==> src/hdl/cdn_pkg.sv <==
// cdn_pkg: shared types, constants and the month-length function for the
// calendar date/time normalizer; no dependencies
`default_nettype none

package cdn_pkg;

    // time unit constants
    localparam int unsigned US_PER_SEC      = 1000000;
    localparam int unsigned SEC_PER_MIN     = 60;
    localparam int unsigned MIN_PER_HOUR    = 60;
    localparam int unsigned HOUR_PER_DAY    = 24;
    localparam int unsigned MONTHS_PER_YEAR = 12;

    // microsecond stage: reciprocal multiply fed ten dividend bits per pass
    localparam int unsigned DIV_STEPS  = 4;
    localparam int unsigned DIV_CNT_W  = $clog2(DIV_STEPS);
    localparam int unsigned US_CHUNK_W = 10;
    localparam int unsigned US_SHIFT   = 60;
    localparam logic [40:0] US_RECIP   = 41'd1152921504607;

    // reciprocals for the small carry stages, exact for operands below 2^21
    localparam logic [21:0] RECIP_BY_60 = 22'd2236963;
    localparam int unsigned SHIFT_BY_60 = 27;
    localparam logic [21:0] RECIP_BY_24 = 22'd2796203;
    localparam int unsigned SHIFT_BY_24 = 26;
    localparam logic [21:0] RECIP_BY_12 = 22'd2796203;
    localparam int unsigned SHIFT_BY_12 = 25;

    // cumulative days before each month, non-leap year
    localparam logic [8:0] CUM_DAYS [0:12] = '{
        9'd0, 9'd31, 9'd59, 9'd90, 9'd120, 9'd151, 9'd181,
        9'd212, 9'd243, 9'd273, 9'd304, 9'd334, 9'd365
    };

    // controller states
    typedef enum logic [2:0] {
        S_IDLE,
        S_LOAD_DIV,
        S_RUN_DIV,
        S_STORE_DIV,
        S_WALK,
        S_OUT
    } t_state;

    // which carry stage the shared divider is working on
    typedef enum logic [2:0] {
        OP_US,
        OP_SEC,
        OP_MIN,
        OP_HR,
        OP_MON
    } t_div_op;

    // controller to datapath commands
    typedef struct packed {
        logic    load_in;
        logic    div_load;
        logic    div_step;
        logic    div_store;
        t_div_op op;
        logic    walk_step;
        logic    out_load;
    } t_dp_cmd;

    // datapath to controller status
    typedef struct packed {
        logic walk_done;
    } t_dp_sts;

    // days in a month; out-of-range month reads as january
    function automatic logic [4:0] cdn_month_len(input logic [3:0] mon, input logic leap);
        logic [3:0] m;
        logic [8:0] diff;
        m = (mon >= 4'd1 && mon <= 4'(MONTHS_PER_YEAR)) ? mon : 4'd1;
        diff = CUM_DAYS[m] - CUM_DAYS[m - 4'd1];
        if (m == 4'd2 && leap) begin
            diff = diff + 9'd1;
        end
        return diff[4:0];
    endfunction

endpackage

`default_nettype wire

==> src/hdl/cdn_in_if.sv <==
// cdn_in_if: input channel of the normalizer, valid/ready plus the raw
// date and time fields; no dependencies
`default_nettype none

interface cdn_in_if;
    logic        valid;
    logic        ready;
    logic [13:0] year_in;
    logic [7:0]  month_in;
    logic [15:0] day_in;
    logic [7:0]  hours_in;
    logic [7:0]  minutes_in;
    logic [7:0]  seconds_in;
    logic [39:0] micros_in;

    modport source (
        output valid, year_in, month_in, day_in, hours_in, minutes_in,
               seconds_in, micros_in,
        input  ready
    );
    modport sink (
        input  valid, year_in, month_in, day_in, hours_in, minutes_in,
               seconds_in, micros_in,
        output ready
    );
endinterface

`default_nettype wire

==> src/hdl/cdn_out_if.sv <==
// cdn_out_if: result channel of the normalizer, valid/ready plus the
// normalized date and time fields; no dependencies
`default_nettype none

interface cdn_out_if;
    logic        valid;
    logic        ready;
    logic [13:0] year_out;
    logic [3:0]  month_out;
    logic [4:0]  day_out;
    logic [4:0]  hour_out;
    logic [5:0]  minute_out;
    logic [5:0]  second_out;
    logic [19:0] micros_out;

    modport source (
        output valid, year_out, month_out, day_out, hour_out, minute_out,
               second_out, micros_out,
        input  ready
    );
    modport sink (
        input  valid, year_out, month_out, day_out, hour_out, minute_out,
               second_out, micros_out,
        output ready
    );
endinterface

`default_nettype wire

==> src/hdl/cdn_dp.sv <==
// cdn_dp: datapath of the normalizer: input capture, reciprocal-multiply
// carry chain, month walk and result register; uses cdn_pkg
`default_nettype none

module cdn_dp (
    input  wire logic            i_clk,
    input  wire cdn_pkg::t_dp_cmd i_cmd,
    output cdn_pkg::t_dp_sts     o_sts,
    input  wire logic [13:0]     i_year_in,
    input  wire logic [7:0]      i_month_in,
    input  wire logic [15:0]     i_day_in,
    input  wire logic [7:0]      i_hours_in,
    input  wire logic [7:0]      i_minutes_in,
    input  wire logic [7:0]      i_seconds_in,
    input  wire logic [39:0]     i_micros_in,
    output logic [13:0]          o_year_out,
    output logic [3:0]           o_month_out,
    output logic [4:0]           o_day_out,
    output logic [4:0]           o_hour_out,
    output logic [5:0]           o_minute_out,
    output logic [5:0]           o_second_out,
    output logic [19:0]          o_micros_out
);
    import cdn_pkg::*;

    // captured inputs
    logic [7:0]  r_hours_in;
    logic [7:0]  r_minutes_in;
    logic [7:0]  r_seconds_in;
    logic [39:0] r_micros_in;
    logic [15:0] r_day_m1;
    logic [7:0]  r_mon_m1;

    // working state
    logic [13:0] r_year;
    logic [3:0]  r_mon;
    logic [16:0] r_offset;
    logic [20:0] r_carry;
    logic [19:0] r_us;
    logic [5:0]  r_sec;
    logic [5:0]  r_min;
    logic [4:0]  r_hr;

    // stage operand; the microsecond stage shifts it out ten bits per pass
    logic [39:0] r_dvd;
    logic [80:0] r_acc;

    logic [39:0] operand;
    logic [50:0] us_part_prod;
    logic [20:0] us_q;
    logic [19:0] us_rem;
    logic [42:0] small_prod;
    logic [20:0] small_q;
    logic [20:0] small_rem;
    logic [4:0]  cur_len;
    logic        walk_done;

    // dividend for the current carry stage
    always_comb begin
        unique case (i_cmd.op)
            OP_US: begin
                operand = r_micros_in;
            end
            OP_SEC: begin
                operand = 40'(r_carry) + 40'(r_seconds_in);
            end
            OP_MIN: begin
                operand = 40'(r_carry) + 40'(r_minutes_in);
            end
            OP_HR: begin
                operand = 40'(r_carry) + 40'(r_hours_in);
            end
            OP_MON: begin
                operand = 40'(r_mon_m1);
            end
            default: begin
                operand = r_micros_in;
            end
        endcase
    end

    // microsecond quotient and remainder from the accumulated product
    assign us_part_prod = 51'(r_dvd[39 -: US_CHUNK_W]) * 51'(US_RECIP);
    assign us_q         = r_acc[US_SHIFT +: 21];
    assign us_rem       = r_micros_in[19:0] - 20'(us_q * 20'(US_PER_SEC));

    // small stages: one reciprocal multiply and a remainder
    always_comb begin
        unique case (i_cmd.op)
            OP_SEC, OP_MIN: begin
                small_prod = 43'(r_dvd[20:0]) * 43'(RECIP_BY_60);
                small_q    = 21'(small_prod >> SHIFT_BY_60);
                small_rem  = r_dvd[20:0] - 21'(small_q * 21'(SEC_PER_MIN));
            end
            OP_HR: begin
                small_prod = 43'(r_dvd[20:0]) * 43'(RECIP_BY_24);
                small_q    = 21'(small_prod >> SHIFT_BY_24);
                small_rem  = r_dvd[20:0] - 21'(small_q * 21'(HOUR_PER_DAY));
            end
            OP_MON: begin
                small_prod = 43'(r_dvd[20:0]) * 43'(RECIP_BY_12);
                small_q    = 21'(small_prod >> SHIFT_BY_12);
                small_rem  = r_dvd[20:0] - 21'(small_q * 21'(MONTHS_PER_YEAR));
            end
            default: begin
                small_prod = '0;
                small_q    = '0;
                small_rem  = '0;
            end
        endcase
    end

    // month walk compare
    assign cur_len         = cdn_month_len(r_mon, r_year[1:0] == 2'b00);
    assign walk_done       = r_offset < 17'(cur_len);
    assign o_sts.walk_done = walk_done;

    // input capture with month and day zero taken as one
    always_ff @(posedge i_clk) begin
        if (i_cmd.load_in) begin
            r_hours_in   <= i_hours_in;
            r_minutes_in <= i_minutes_in;
            r_seconds_in <= i_seconds_in;
            r_micros_in  <= i_micros_in;
            r_day_m1     <= (i_day_in == 16'd0) ? 16'd0 : i_day_in - 16'd1;
            r_mon_m1     <= (i_month_in == 8'd0) ? 8'd0 : i_month_in - 8'd1;
        end
    end

    // operand register and microsecond product accumulation, top chunk first
    always_ff @(posedge i_clk) begin
        if (i_cmd.div_load) begin
            r_dvd <= operand;
            r_acc <= '0;
        end else if (i_cmd.div_step && i_cmd.op == OP_US) begin
            r_dvd <= r_dvd << US_CHUNK_W;
            r_acc <= (r_acc << US_CHUNK_W) + 81'(us_part_prod);
        end
    end

    // carry chain results and month walk
    always_ff @(posedge i_clk) begin
        if (i_cmd.load_in) begin
            r_year <= i_year_in;
        end else if (i_cmd.div_store) begin
            unique case (i_cmd.op)
                OP_US: begin
                    r_us    <= us_rem;
                    r_carry <= us_q;
                end
                OP_SEC: begin
                    r_sec   <= small_rem[5:0];
                    r_carry <= small_q;
                end
                OP_MIN: begin
                    r_min   <= small_rem[5:0];
                    r_carry <= small_q;
                end
                OP_HR: begin
                    r_hr     <= small_rem[4:0];
                    r_offset <= 17'(r_day_m1) + small_q[16:0];
                end
                OP_MON: begin
                    r_year <= r_year + small_q[13:0];
                    r_mon  <= small_rem[3:0] + 4'd1;
                end
                default: begin
                    r_carry <= r_dvd[20:0];
                end
            endcase
        end else if (i_cmd.walk_step) begin
            r_offset <= r_offset - 17'(cur_len);
            if (r_mon == 4'(MONTHS_PER_YEAR)) begin
                r_mon  <= 4'd1;
                r_year <= r_year + 14'd1;
            end else begin
                r_mon <= r_mon + 4'd1;
            end
        end
    end

    // result register
    always_ff @(posedge i_clk) begin
        if (i_cmd.out_load) begin
            o_year_out   <= r_year;
            o_month_out  <= r_mon;
            o_day_out    <= r_offset[4:0] + 5'd1;
            o_hour_out   <= r_hr;
            o_minute_out <= r_min;
            o_second_out <= r_sec;
            o_micros_out <= r_us;
        end
    end

endmodule

`default_nettype wire

==> src/hdl/cdn_ctrl.sv <==
// cdn_ctrl: controller of the normalizer: sequences the divider stages and
// the month walk, owns the channel handshakes; uses cdn_pkg
`default_nettype none

module cdn_ctrl (
    input  wire logic             i_clk,
    input  wire logic             i_rst_n,
    input  wire logic             i_in_valid,
    output logic                  o_in_ready,
    output logic                  o_out_valid,
    input  wire logic             i_out_ready,
    output cdn_pkg::t_dp_cmd      o_cmd,
    input  wire cdn_pkg::t_dp_sts i_sts
);
    import cdn_pkg::*;

    t_state               r_state, n_state;
    t_div_op              r_op, n_op;
    logic [DIV_CNT_W-1:0] r_cnt, n_cnt;
    logic                 r_out_valid, n_out_valid;
    logic                 out_free;

    assign out_free    = !r_out_valid || i_out_ready;
    assign o_out_valid = r_out_valid;

    // next state
    always_comb begin
        n_state = r_state;
        unique case (r_state)
            S_IDLE: begin
                if (i_in_valid) begin
                    n_state = S_LOAD_DIV;
                end
            end
            S_LOAD_DIV: begin
                n_state = S_RUN_DIV;
            end
            S_RUN_DIV: begin
                if (r_cnt == DIV_CNT_W'(DIV_STEPS - 1)) begin
                    n_state = S_STORE_DIV;
                end
            end
            S_STORE_DIV: begin
                n_state = (r_op == OP_MON) ? S_WALK : S_LOAD_DIV;
            end
            S_WALK: begin
                if (i_sts.walk_done) begin
                    n_state = S_OUT;
                end
            end
            S_OUT: begin
                if (out_free) begin
                    n_state = S_IDLE;
                end
            end
            default: begin
                n_state = S_IDLE;
            end
        endcase
    end

    // stage select and step counter
    always_comb begin
        n_op  = r_op;
        n_cnt = r_cnt;
        if (r_state == S_IDLE) begin
            n_op = OP_US;
        end else if (r_state == S_STORE_DIV) begin
            unique case (r_op)
                OP_US:   n_op = OP_SEC;
                OP_SEC:  n_op = OP_MIN;
                OP_MIN:  n_op = OP_HR;
                OP_HR:   n_op = OP_MON;
                OP_MON:  n_op = OP_MON;
                default: n_op = OP_US;
            endcase
        end
        if (r_state == S_LOAD_DIV) begin
            n_cnt = '0;
        end else if (r_state == S_RUN_DIV) begin
            n_cnt = r_cnt + DIV_CNT_W'(1);
        end
    end

    // result valid flag
    always_comb begin
        n_out_valid = r_out_valid;
        if (i_out_ready) begin
            n_out_valid = 1'b0;
        end
        if (r_state == S_OUT && out_free) begin
            n_out_valid = 1'b1;
        end
    end

    // command outputs
    always_comb begin
        o_in_ready      = (r_state == S_IDLE);
        o_cmd.load_in   = (r_state == S_IDLE) && i_in_valid;
        o_cmd.div_load  = (r_state == S_LOAD_DIV);
        o_cmd.div_step  = (r_state == S_RUN_DIV);
        o_cmd.div_store = (r_state == S_STORE_DIV);
        o_cmd.op        = r_op;
        o_cmd.walk_step = (r_state == S_WALK) && !i_sts.walk_done;
        o_cmd.out_load  = (r_state == S_OUT) && out_free;
    end

    // control registers
    always_ff @(posedge i_clk) begin
        if (!i_rst_n) begin
            r_state     <= S_IDLE;
            r_op        <= OP_US;
            r_cnt       <= '0;
            r_out_valid <= 1'b0;
        end else begin
            r_state     <= n_state;
            r_op        <= n_op;
            r_cnt       <= n_cnt;
            r_out_valid <= n_out_valid;
        end
    end

`ifndef SYNTHESIS
    // an accepted transaction starts the microsecond stage
    a_accept_starts: assert property (@(posedge i_clk) disable iff (!i_rst_n)
        (i_in_valid && o_in_ready) |=> (r_state == S_LOAD_DIV && r_op == OP_US))
        else $error("accepted transaction did not start the divider");

    // a new result is only loaded when the result register is free
    a_no_overwrite: assert property (@(posedge i_clk) disable iff (!i_rst_n)
        o_cmd.out_load |-> (!r_out_valid || i_out_ready))
        else $error("result register overwritten while still held");

    // the month walk only begins after the month stage
    a_walk_after_mon: assert property (@(posedge i_clk) disable iff (!i_rst_n)
        (r_state == S_WALK && $past(r_state) != S_WALK) |-> (r_op == OP_MON))
        else $error("month walk entered before the month stage");

    // each result load raises valid on the next cycle
    a_load_sets_valid: assert property (@(posedge i_clk) disable iff (!i_rst_n)
        o_cmd.out_load |=> o_out_valid)
        else $error("result loaded without valid");
`endif

endmodule

`default_nettype wire

==> src/hdl/calendar_datetime_normalizer.sv <==
// calendar_datetime_normalizer: one transaction at a time through five carry stages
// (microseconds by a four-pass reciprocal multiply, the rest by a single reciprocal
// multiply) and a month walk of one month per cycle.
// the month walk covers 0 to about 2155 months and sets the worst case per transaction
// reset: synchronous active-low i_rst_n clears controller state and result valid
`default_nettype none

module calendar_datetime_normalizer (
    input  wire logic i_clk,
    input  wire logic i_rst_n,
    cdn_in_if.sink    i_in,
    cdn_out_if.source o_out
);
    import cdn_pkg::*;

    t_dp_cmd cmd;
    t_dp_sts sts;

    // sequencing
    cdn_ctrl u_ctrl (
        .i_clk       (i_clk),
        .i_rst_n     (i_rst_n),
        .i_in_valid  (i_in.valid),
        .o_in_ready  (i_in.ready),
        .o_out_valid (o_out.valid),
        .i_out_ready (o_out.ready),
        .o_cmd       (cmd),
        .i_sts       (sts)
    );

    // arithmetic
    cdn_dp u_dp (
        .i_clk        (i_clk),
        .i_cmd        (cmd),
        .o_sts        (sts),
        .i_year_in    (i_in.year_in),
        .i_month_in   (i_in.month_in),
        .i_day_in     (i_in.day_in),
        .i_hours_in   (i_in.hours_in),
        .i_minutes_in (i_in.minutes_in),
        .i_seconds_in (i_in.seconds_in),
        .i_micros_in  (i_in.micros_in),
        .o_year_out   (o_out.year_out),
        .o_month_out  (o_out.month_out),
        .o_day_out    (o_out.day_out),
        .o_hour_out   (o_out.hour_out),
        .o_minute_out (o_out.minute_out),
        .o_second_out (o_out.second_out),
        .o_micros_out (o_out.micros_out)
    );

endmodule

`default_nettype wire

==> src/flat_wrapper.sv <==
// flat-port wrapper written by rule: the top's interface ports become plain ports
module calendar_datetime_normalizer_flat import cdn_pkg::*;
  (i_clk, i_rst_n, i_in_valid, i_in_year_in, i_in_month_in, i_in_day_in, i_in_hours_in, i_in_minutes_in, i_in_seconds_in, i_in_micros_in, i_in_ready, o_out_valid, o_out_year_out, o_out_month_out, o_out_day_out, o_out_hour_out, o_out_minute_out, o_out_second_out, o_out_micros_out, o_out_ready);
  cdn_in_if i_in_i ();
  cdn_out_if o_out_i ();
  input  wire logic i_clk;
  input  wire logic i_rst_n;
  input wire logic [$bits(i_in_i.valid)-1:0] i_in_valid;
  input wire logic [$bits(i_in_i.year_in)-1:0] i_in_year_in;
  input wire logic [$bits(i_in_i.month_in)-1:0] i_in_month_in;
  input wire logic [$bits(i_in_i.day_in)-1:0] i_in_day_in;
  input wire logic [$bits(i_in_i.hours_in)-1:0] i_in_hours_in;
  input wire logic [$bits(i_in_i.minutes_in)-1:0] i_in_minutes_in;
  input wire logic [$bits(i_in_i.seconds_in)-1:0] i_in_seconds_in;
  input wire logic [$bits(i_in_i.micros_in)-1:0] i_in_micros_in;
  output wire logic [$bits(i_in_i.ready)-1:0] i_in_ready;
  output wire logic [$bits(o_out_i.valid)-1:0] o_out_valid;
  output wire logic [$bits(o_out_i.year_out)-1:0] o_out_year_out;
  output wire logic [$bits(o_out_i.month_out)-1:0] o_out_month_out;
  output wire logic [$bits(o_out_i.day_out)-1:0] o_out_day_out;
  output wire logic [$bits(o_out_i.hour_out)-1:0] o_out_hour_out;
  output wire logic [$bits(o_out_i.minute_out)-1:0] o_out_minute_out;
  output wire logic [$bits(o_out_i.second_out)-1:0] o_out_second_out;
  output wire logic [$bits(o_out_i.micros_out)-1:0] o_out_micros_out;
  input wire logic [$bits(o_out_i.ready)-1:0] o_out_ready;
  assign i_in_i.valid = i_in_valid;
  assign i_in_i.year_in = i_in_year_in;
  assign i_in_i.month_in = i_in_month_in;
  assign i_in_i.day_in = i_in_day_in;
  assign i_in_i.hours_in = i_in_hours_in;
  assign i_in_i.minutes_in = i_in_minutes_in;
  assign i_in_i.seconds_in = i_in_seconds_in;
  assign i_in_i.micros_in = i_in_micros_in;
  assign i_in_ready = i_in_i.ready;
  assign o_out_valid = o_out_i.valid;
  assign o_out_year_out = o_out_i.year_out;
  assign o_out_month_out = o_out_i.month_out;
  assign o_out_day_out = o_out_i.day_out;
  assign o_out_hour_out = o_out_i.hour_out;
  assign o_out_minute_out = o_out_i.minute_out;
  assign o_out_second_out = o_out_i.second_out;
  assign o_out_micros_out = o_out_i.micros_out;
  assign o_out_i.ready = o_out_ready;
  calendar_datetime_normalizer u_core (.i_clk(i_clk), .i_rst_n(i_rst_n), .i_in(i_in_i), .o_out(o_out_i));
endmodule
==> config.mk <==
export PLATFORM = sky130hd
export DESIGN_NAME = calendar_datetime_normalizer_flat
export DESIGN_NICKNAME = d
export VERILOG_FILES = /design/src/hdl/cdn_pkg.sv /design/src/hdl/cdn_in_if.sv /design/src/hdl/cdn_out_if.sv /design/src/hdl/cdn_dp.sv /design/src/hdl/cdn_ctrl.sv /design/src/hdl/calendar_datetime_normalizer.sv /design/src/flat_wrapper.sv
export SDC_FILE = /design/constraint.sdc
export NUM_CORES = 2
export LEC_CHECK = 0
export BUFFER_PORTS_ARGS = -buffer_cell sky130_fd_sc_hd__buf_2
export CAP_MARGIN = 20
export CORE_MARGIN = 2
export CORE_UTILIZATION = 45
export DETAILED_ROUTE_END_ITERATION = 10
export MAX_ROUTING_LAYER = met4
export SETUP_SLACK_MARGIN = 0.15
export SYNTH_ARGS = -nofsm -noshare
export SYNTH_HDL_FRONTEND = slang
export SYNTH_HIERARCHICAL = 1
export SYNTH_SLANG_ARGS = --single-unit
==> constraint.sdc <==
create_clock -name i_clk -period 16.4 [get_ports i_clk]
set_input_delay 0.82 -clock i_clk [delete_from_list [all_inputs] [get_ports i_clk]]
set_output_delay 0.82 -clock i_clk [all_outputs]
set_load 0.05 [all_outputs]
==> impl_results.md <==
- Most frequent cells in the layout: 598 x ha_1, 587 x inv_1, 341 x fa_1, 281 x nand2_1, 281 x edfxtp_1
- Vias in the first global route: between 20,000 and 30,000
- Largest stage delay on the critical path: about 680 ps
- Rows: about 110
- Setup CP Type: reg2reg
- GRT Max-Usage Layer: met2
- Total of max-cap violations: 0
- Crit path to: u_core/u_dp/r_offset[16]
- # resized after CTS: 0
- Global Route met1 Usage: 0.332
- Nets: roughly 4,900
- Fmax: 98.6 MHz
- Outcome: finished, final reports clean
- Peak fanout along the critical path: 9
- DIE AREA: ~0.086 sq mm
- Detail Placement HPWL: around 79 mm
- Initial antenna violation count: 3
- Worst rel slew slack: 0.266
- Final Hold Fails: 0
- Synth-to-Final Area Change: 9.19%
- CP dominant cell by count: fa_1
- Worst slew pin tran: roughly 1100 ps
- Placeable Area: between 0.08 and 0.09 sq mm
- WL/cell: approximately 20 um
- Warnings, synthesis: 6
- Clock skew: ~38 ps
- Input/output buffers: about 170
- Met2 usage in global routing: 0.386
- Final min period: between 10,000 and 15,000 ps
- GRT overflow: 0
- Setup Fix Bufs, Post-CTS: 0
- DR vias/cell: ~5.5
- Critical path origin: u_core/u_dp/r_dvd[17]
- Post-synth EDFFs: 281
- Synth Net Count: roughly 4,800
- Hold Buf Count CTS: 0
- Clk_lat worst skew: roughly 600 ps
- Setup slack after layout: 6250 ps
- # fillers: slightly below 8,000
- Synth Register Bits: ~370
- Cell family with most CP delay: adder cells
- IO Count: 168
- Top FF cell, synth: edfxtp_1
- GPL Wtd Cong: between 0.9 and 1
- Post-place setup slack: between 6000 and 7000 ps
- # setup viols final: 0
- Initial core utilization: 0.452
- RR Startpoint: u_core/u_dp/r_dvd[17]
- Routed vias: ~27,000
- Syn avg cell area: approximately 10 sq um
- Min-Delay Path Class: in2reg
- Fin. max-slew vios: 0
- Critical path required time: 16,730 ps
- H-tree depth: 2
- CTS tree: done
- Post-synthesis async set-or-reset flop share: 0
- Worst-path clk slew: about 60 ps
- Gr usage total: 0.243
- FF-to-FF path depth: 30
- Pin count of the biggest net entering global routing: between 80 and 90
- Register area share after synthesis: 0.272
- Die height: around 290 um
- CTS root buf: clkbuf_16
- CP endpoint kind: flip-flop
- Bufs on Longest Clock Path: 3
- Number of DRC markers in iteration 0: 1,924
- First-pass GRT wire length: 159 mm
- TritonRoute pass-1 iters: 5
- Fin crit share: 0.619
- Antenna viol nets, final: 0
- WP depth: 30
- Post-route DRC: 0
- Slowest-stage cell, CP: a2111oi_0
- Worst setup SP type: flip-flop
- Total routed wirelength: between 90 and 100 mm
- RSZ-0062 raised after global routing: false
- CTS Buf Count: 44
- Syn Inst Count: 3,739
- CP Data Arrival Time: 10,480 ps
- Commonest non-fill, non-tap cell in the layout: ha_1
- Hold Slack: between 300 and 400 ps
- Netlist cell types: 79
- Met3 usage: 0.0316
- Layout cells sized above 1: 0.0780
- Die Width: around 290 um
- Register-to-register setup slack: approximately 6300 ps
- Reg-to-Reg End: u_core/u_dp/r_offset[16]
- Clock sinks: between 300 and 400
- Post-Syn Area: between 0.03 and 0.04 sq mm
- Setup TNS: 0 ps
- Crit path buffers/inverters: 4
==> per-layer routing <==
layer	vias to the layer above	routed length, um
li1	13200	-
met4	0	2170
met5	-	0
met2	715	46200
met3	134	5490
met1	13400	45200
==> layout make-up <==
class	instances	area, sq um	share of cell area
antenna	1	2.50	0.0000608
multi-input combinational	2681	24900	0.605
clock inverter	22	200	0.00486
tap	1080	1350	0.0328
clock buffer	58	1180	0.0288
timing repair buffer	200	1080	0.0263
inverter	589	2210	0.0537
sequential	371	10200	0.249
==> worst min path at each step <==
stage                         start                           end  slack, ps  cells after the start
4_1_cts          i_in_micros_in[34]   u_core/u_dp/r_micros_in[34]        360                      1
2_1_floorplan   u_core/u_dp/r_hr[0]     u_core/u_dp/o_hour_out[0]        400                      0
3_3_place_gp    u_core/u_dp/r_us[2]   u_core/u_dp/o_micros_out[2]        400                      0
5_1_grt          i_in_micros_in[34]   u_core/u_dp/r_micros_in[34]        370                      1
6_report         i_in_micros_in[38]   u_core/u_dp/r_micros_in[38]        400                      1
3_5_place_dp   u_core/u_dp/r_us[16]  u_core/u_dp/o_micros_out[16]        400                      0
==> cells by family after synthesis <==
kind of cell | Yosys count | share of synthesized area
xor gates and xnor gates | 197 | 0.0458
AOI/OAI and AO/OA | 700 | 0.122
adders and majority gates | 939 | 0.380
muxes | 29 | 0.00794
and+or+nand+nor | 816 | 0.104
buffers and inverters | 687 | 0.0692
DFF | 371 | 0.272
==> sequential cells by signal, indices dropped and copies added, names as in the netlist, 16 cells and up <==
| register | flops |
|---|---|
| u_core/u_dp/o_micros_out | 20 |
| u_core/u_dp/r_acc | 81 |
| u_core/u_dp/r_carry | 21 |
| u_core/u_dp/r_day_m1 | 16 |
| u_core/u_dp/r_dvd | 40 |
| u_core/u_dp/r_micros_in | 40 |
| u_core/u_dp/r_offset | 17 |
| u_core/u_dp/r_us | 20 |
==> worst reg2reg max path: cells and delay by family, from the launching register on <==
kind            cells  cell delay (ps)
flops               1              670
buf+inv             4              450
xor+xnor            1              120
simple gates        7             1240
fa+ha+maj           9             4320
compound gates      9             3080
==> metrics by stage <==
step	cells	utilization	instance area, sq um
floorplan	3739	-	37700
global placement	4920	0.477	39800
detailed placement	4920	0.477	39800
CTS	5000	0.494	41100
global route	5002	0.494	41100
finish	5002	0.494	41100
==> synthesized netlist by cell type (9+ instances only) <==
master     number  area share
a2111oi_0      10      0.0023
a211oi_1       39      0.0078
a21boi_0        9      0.0018
a21o_1         86       0.017
a21oi_1       177       0.024
a221o_1        16      0.0042
a22o_1         23      0.0053
a22oi_1        12      0.0024
a311oi_1       12      0.0028
a31oi_1        38      0.0063
and2_1         24      0.0040
and3_1         29      0.0048
and4_1         12      0.0028
clkbuf_1       81      0.0081
dfxtp_1        90       0.048
edfxtp_1      281        0.22
fa_1          341        0.18
ha_1          598        0.20
inv_1         589       0.059
mux2i_1        22      0.0058
nand2_1       282       0.028
nand2b_1       21      0.0035
nand3_1        64      0.0085
nand4_1        25      0.0042
nor2_1        181       0.018
nor2b_1        26      0.0043
nor3_1         62      0.0082
nor4_1         13      0.0022
o211ai_1       18      0.0036
o21a_1         11      0.0022
o21ai_0       138       0.018
o21bai_1       18      0.0036
o22ai_1        13      0.0022
o31ai_1        15      0.0030
or2_2          12      0.0020
or3_1          27      0.0045
or4_1          11      0.0022
xnor2_1       123       0.029
xor2_1         74       0.017
Power is left out: the tool's default activity adds up to more than one toggle a clock period on the data nets, which glitch-free logic cannot reach.
